==> src/rtl/gb3_pkg.sv <==
// gb3_pkg: shared types, constants and register indexes for the 3x3 gaussian blur block
// used by gb3_ctrl, gb3_dp and the top level under rtl; depends on nothing
package gb3_pkg;

	localparam int MAX_WIDTH    = 2048;
	localparam int MAX_HEIGHT   = 4096;
	localparam int COL_W        = $clog2(MAX_WIDTH);
	localparam int ROW_W        = $clog2(MAX_HEIGHT) + 1;
	localparam int FW_W         = 12;
	localparam int FH_W         = 13;
	localparam int CH_W         = 16;
	localparam int SAMPLE_W     = 8;
	localparam int ALPHA_W      = 16;
	localparam int ACC_W        = 24;
	localparam int SCALE_W      = 32;
	localparam int HALF_W       = SCALE_W / 2;
	localparam int PROD_W       = ACC_W + HALF_W;
	localparam int FULL_W       = ACC_W + SCALE_W;
	localparam int CFG_IDX_W    = 3;
	localparam int CFG_DATA_W   = 32;

	localparam logic [12:0] WT_CORNER = 13'd4923;
	localparam logic [12:0] WT_EDGE   = 13'd8116;
	localparam logic [13:0] WT_CENTER = 14'd13380;

	localparam logic [CFG_IDX_W-1:0] REG_FRAME_WIDTH    = 3'd0;
	localparam logic [CFG_IDX_W-1:0] REG_FRAME_HEIGHT   = 3'd1;
	localparam logic [CFG_IDX_W-1:0] REG_YUV_MODE       = 3'd2;
	localparam logic [CFG_IDX_W-1:0] REG_CHROMA_NEUTRAL = 3'd3;
	localparam logic [CFG_IDX_W-1:0] REG_CLAMP_MAX      = 3'd4;
	localparam logic [CFG_IDX_W-1:0] REG_OUTPUT_SCALE   = 3'd5;

	typedef struct packed {
		logic [FW_W-1:0]    frame_width;
		logic [FH_W-1:0]    frame_height;
		logic               yuv_mode;
		logic [CH_W-1:0]    chroma_neutral;
		logic [CH_W-1:0]    clamp_max;
		logic [SCALE_W-1:0] output_scale;
	} cfg_t;

	typedef struct packed {
		logic capture;
		logic read;
		logic exec;
		logic mul;
		logic fin;
	} cmd_t;

	typedef struct packed {
		logic drain;
		logic emits;
		logic out_busy;
	} stat_t;

endpackage

==> src/rtl/gb3_ctrl.sv <==
// gb3_ctrl: sequencer that walks one item through read, window update and, when it makes a result, multiply and output
// depends on gb3_pkg
module gb3_ctrl (
	input  logic           clk,
	input  logic           arst_n,
	input  logic           s_tvalid,
	input  logic           s_flush,
	output logic           s_tready,
	input  gb3_pkg::stat_t st,
	output gb3_pkg::cmd_t  cmd
);
	typedef enum logic [4:0] {
		S_IDLE = 5'b00001,
		S_READ = 5'b00010,
		S_EXEC = 5'b00100,
		S_MUL  = 5'b01000,
		S_FIN  = 5'b10000
	} state_t;

	state_t state_q;
	logic   drain_q;
	logic   retry_q;

	assign s_tready = (state_q == S_IDLE);

	always_comb begin
		cmd = '0;
		unique case (state_q)
			S_IDLE: cmd.capture = s_tvalid;
			S_READ: cmd.read = 1'b1;
			S_EXEC: cmd.exec = 1'b1;
			S_MUL:  cmd.mul = 1'b1;
			S_FIN:  cmd.fin = !st.out_busy;
			default: cmd = '0;
		endcase
	end

	always_ff @(posedge clk or negedge arst_n) begin
		if (!arst_n) begin
			state_q <= S_IDLE;
			drain_q <= 1'b0;
			retry_q <= 1'b0;
		end else begin
			unique case (state_q)
				S_IDLE: begin
					if (s_tvalid) begin
						drain_q <= st.drain;
						retry_q <= 1'b0;
						// flush in the middle of a frame does nothing
						if (st.drain || !s_flush) begin
							state_q <= S_READ;
						end
					end
				end
				S_READ: state_q <= S_EXEC;
				S_EXEC: begin
					if (st.emits) begin
						state_q <= S_MUL;
					end else if (drain_q && !retry_q) begin
						retry_q <= 1'b1;
						state_q <= S_READ;
					end else begin
						state_q <= S_IDLE;
					end
				end
				S_MUL: state_q <= S_FIN;
				S_FIN: begin
					if (!st.out_busy) begin
						state_q <= S_IDLE;
					end
				end
				default: state_q <= S_IDLE;
			endcase
		end
	end
endmodule

==> config.mk <==
export PLATFORM = sky130hd
export DESIGN_NAME = gb3_ctrl
export DESIGN_NICKNAME = d
export VERILOG_FILES = /design/src/rtl/gb3_pkg.sv /design/src/rtl/gb3_ctrl.sv
export SDC_FILE = /design/constraint.sdc
export NUM_CORES = 1
export LEC_CHECK = 0
export ABC_AREA = 0
export BUFFER_PORTS_ARGS = -buffer_cell sky130_fd_sc_hd__buf_4
export CORE_AREA = 2 2 39 41
export CTS_BUF_LIST = sky130_fd_sc_hd__clkbuf_4 sky130_fd_sc_hd__clkbuf_8
export CTS_CLUSTER_DIAMETER = 40
export DETAILED_ROUTE_END_ITERATION = 6
export DIE_AREA = 0 0 41 43
export MAX_ROUTING_LAYER = met4
export REMOVE_ABC_BUFFERS = 1
export SLEW_MARGIN = 20
export SYNTH_ARGS = -nofsm -noshare
export SYNTH_HDL_FRONTEND = slang
export SYNTH_SLANG_ARGS = --single-unit
==> constraint.sdc <==
create_clock -name clk -period 2.3 [get_ports clk]
set_input_delay 0.115 -clock clk [delete_from_list [all_inputs] [get_ports clk]]
set_output_delay 0.115 -clock clk [all_outputs]
set_load 0.01 [all_outputs]
-- Word-level counts from Yosys, hierarchy flattened
Cells that the tools add are included.
- equal/unequal tests: 10
- multiplexer cells: 15
- reductions and logical operators: 9
- operators by type and width (cell ; number):
    5-bit case mux with 5 select lines ; 1
    5-bit 2-to-1 mux ; 3
    1-bit 2-to-1 mux ; 8
    2-bit inequality test, second input constant ; 4
    5-bit by 1-bit == test with 1-bit output, second input constant ; 1
    5-bit by 2-bit == test with 1-bit output, second input constant ; 1
    5-bit by 3-bit == test with 1-bit output, second input constant ; 1
    5-bit by 4-bit == test with 1-bit output, second input constant ; 1
    5-bit == test, second input constant ; 1
    4-bit 2-to-1 mux ; 1
    4-bit AND reduction ; 1
    1-bit zero test ; 3
    3-bit AND reduction ; 1
    2-bit 2-to-1 mux ; 1
    2-bit by 1-bit inequality test with 1-bit output, second input constant ; 1
    1-bit case mux with 2 select lines ; 1
    2-bit AND reduction ; 1
    2-bit nonzero test ; 1
    1-bit logical AND ; 1
    1-bit logical OR ; 1
- input port bits: 7
- word-level logic and storage cells: 37
- bits in registers: 7
- output and inout port bits: 6

-- Longest topological paths before layout
- depth after elaboration: 5
- mapped depth: 4
- depth with buffers taken out: 4

-- Worst setup path before layout
Ideal clock, no wire load.
- path type: reg2reg
- start: reg state_q[0]
- end: reg drain_q
- required time: 2.175 ns
- library setup time: 0.125 ns
- slack: 0.550 ns
- cell stages (with the launch flop): 5
- buffers on the path: 0
- data arrival time: 1.625 ns
- cell sequence: dfstp_2 -> or4b_1 -> nor2_1 -> nand2_1 -> mux2_2
- cells in the longest elaborated chain, start to end: 2
- RTL lines (item ; line ; RTL):
    from (decl) ; gb3_ctrl.sv:20 ; state_t state_q;
    from (signal assigned) ; gb3_ctrl.sv:40 ; state_q <= S_IDLE;
    from (signal assigned) ; gb3_ctrl.sv:51 ; state_q <= S_READ;
    from (signal assigned) ; gb3_ctrl.sv:55 ; S_READ: state_q <= S_EXEC;
    5-bit by 1-bit == test with 1-bit output ; n/a ;
    named net s_tready ; gb3_ctrl.sv:8 ; output logic s_tready,
    2-bit AND reduction (no line) ; n/a ;
    to (signal assigned) ; gb3_ctrl.sv:47 ; drain_q <= st.drain;
    to (decl) ; gb3_ctrl.sv:21 ; logic drain_q;
The timed path passes the listed nets, and every way through them passes these cells.
A chain may end at the register's enable or synchronous reset.

==> summary.txt <==
Core Box Area = 1380 µm²
first-pass GRT wire length = 1270 µm
total gr overflow = 0
share of cells above drive strength 1 = 0.356
xor/xnor share of the synthesized area = 0.0233
Slew Limit Fails = 0
Worst path slowest cell = dfstp_2
die width = 41 µm
Synth Instances = 42
Mean Syn Cell Area = 8.97 µm²
setup TNS = 0 ns
Starting Density = 0.272
reg2reg setup slack = 0.53 ns
Pre-antenna DRT Iters = 3
gr usage total = 0.116
synthesized area = 377 µm²
number of synthesized register bits = 7
final hold vios = 0
total CTS buffers = 3
max incr delay on CP = 0.55 ns
# clock sinks = 7
final period utilization = 0.806
area fraction in and, or, nand and nor cells after synthesis = 0.326
final estimated routing congestion in global placement = 0.694
Post-Route WL = 760 µm
max cap viols = 0
Layout area overhead = 39.9%
Setup Crit Path Kind = flip-flop to output port
synth unique cells = 22
post-synthesis mux area share = 0.0299
WL/cell = 10.1 µm
CP max FO = 5
footprint of the multi-input gates = 181 µm²
Worst VDD drop = 0.000489 V
initial antenna violation count = 0
via/cell ratio = 4.53
number of global-route vias before repair = 317
met2 usage = 0.159
Critical path buffers and inverters = 2
Compound-Gate Fraction of Synth Area = 0.103
post-synthesis adder-cell area fraction = 0
CTS Buffer Depth = 2
DR iter-0 viols = 3
FILL cells = 154
die area = 1760 µm²
Post-CTS Setup Repair Bufs = 0
Final min period = 1.85 ns
crit path launch type = flip-flop
fmax = 0.540 GHz
crit-path cells = or4b_1 -> nor2_1 -> nand2_1 -> inv_1 -> buf_4
clk slew on worst S/H paths = 0.05 ns
Antenna Cells = 0
CP Data Required Time = 2.18 ns
Residual DRC = 0
I/O pins = 13
GR Layer Usage met3 = 0.0471
Critical Path Sink Type = output port
Clock Skew = 0.00455 ns
Die Span Y = 43 µm
family with the most delay on the worst path = simple AND/OR/NAND/NOR gates
most common cell after layout, fill and taps aside = buf_4
Register Area = 176 µm²
Hold EP = state_q[3]
IO buf count = 12
H-Tree Depth = 1
hold crit path type = input port to flip-flop
YS warnings = 0
met1 Use GR = 0.132
start point of the worst hold path = st[1]
DR vias = 340
largest family of logic cells by synthesized area = simple AND/OR/NAND/NOR gates
most frequent cells in the layout = 12 x buf_4, 6 x nor2_1, 6 x dfrtp_1, 5 x inv_1
GR peak layer = met2
Pwr Density = 953 nW/µm²
Hold Path Depth = 2
sequential area share after synthesis = 0.468
cells on worst reg2reg path = 4
minimum hold slack = 0.0896 ns
RSZ-0062 raised after global routing = no
post-route ant nets = 0
Root Driver = clkbuf_4
status = complete, no violations
Final nets = 67
clk_lat worst skew = 0.25 ns
FF-to-FF End = state_q[0]
r2r startpoint = state_q[1]
Slew @ Worst Pin = 0.274 ns
num rows = 14
largest net degree at the start of global routing = 8
WP data arrival = 1.74 ns
Lkg Pwr = 0.298 nW
CTS tree = yes
Slew HR = 0.817
final setup vio count = 0
[layout make-up]
class | count | share of cell area
inverter | 5 | 0.0356
multi-input combinational | 30 | 0.344
timing repair buffer | 13 | 0.190
clock buffer | 4 | 0.0570
sequential | 7 | 0.335
tap | 16 | 0.0380
[cell usage after synthesis]
cell	count	area, µm²
or3b_4	1	11.3
or4b_1	1	10.0
and2_1	1	6.26
nand3_1	1	5.00
nor3b_1	1	7.51
nand2_1	1	3.75
a21o_1	1	7.51
nor3_1	2	10.0
nand2b_1	1	6.26
dfrtp_1	6	150
and3_1	2	12.5
or3b_1	1	8.76
a31oi_1	1	6.26
inv_1	5	18.8
nor2_1	6	22.5
dfstp_2	1	26.3
mux2_2	1	11.3
a21oi_1	1	5.00
or2_2	2	12.5
o21ai_0	4	20.0
or3_1	1	6.26
xor2_1	1	8.76
[stage by stage]
| stage | power [mW] | util | setup WS [ns] | instances | cell area, µm² |
|---|---|---|---|---|---|
| after global routing | 0.545 | 0.381 | 0.333 | 75 | 527 |
| after detailed placement | 0.378 | 0.352 | 0.529 | 70 | 487 |
| final | 0.502 | 0.381 | 0.447 | 75 | 527 |
| after global placement | 0.377 | 0.352 | 0.536 | 70 | 487 |
| after floorplan | 0.310 | - | 0.550 | 42 | 377 |
| after CTS | 0.507 | 0.381 | 0.438 | 75 | 527 |
[kinds of logic after synthesis]
family	Yosys count
buf+inv	5
xor+xnor	1
compound gates	7
flops	7
simple gates	21
mux	1
[worst max-delay path by stage]
stage / from / endpoint / slack (ns) / depth (start not counted)
2_1_floorplan: state_q[0] / drain_q / 0.55 / 4
3_3_place_gp: state_q[1] / state_q[0] / 0.54 / 4
3_5_place_dp: state_q[1] / state_q[0] / 0.53 / 4
4_1_cts: state_q[0] / cmd[4] / 0.44 / 5
5_1_grt: state_q[0] / cmd[4] / 0.33 / 5
6_report: state_q[0] / cmd[4] / 0.45 / 5
[where the power goes]
| group | switching [mW] | internal [mW] |
|---|---|---|
| clock network | 0.0454 | 0.0780 |
| registers | 0.0283 | 0.160 |
| logic | 0.0895 | 0.100 |
[flip-flops by register name (all words and copies together), names as in the netlist]
| signal | flops |
|---|---|
| drain_q | 1 |
| state_q | 5 |
| retry_q | 1 |
[routing by layer]
layer / share of wire / vias up
li1: - / 177
met1: 0.46 / 148
met2: 0.44 / 13
met3: 0.075 / 2
met4: 0.018 / 0
met5: 0 / -
[timing repair]
action	in CTS	in global routing
hold endpoints to repair	7	0
resized for setup	0	0
hold buffers	1	0
No activity file was read; power rests on OpenSTA's default activity.
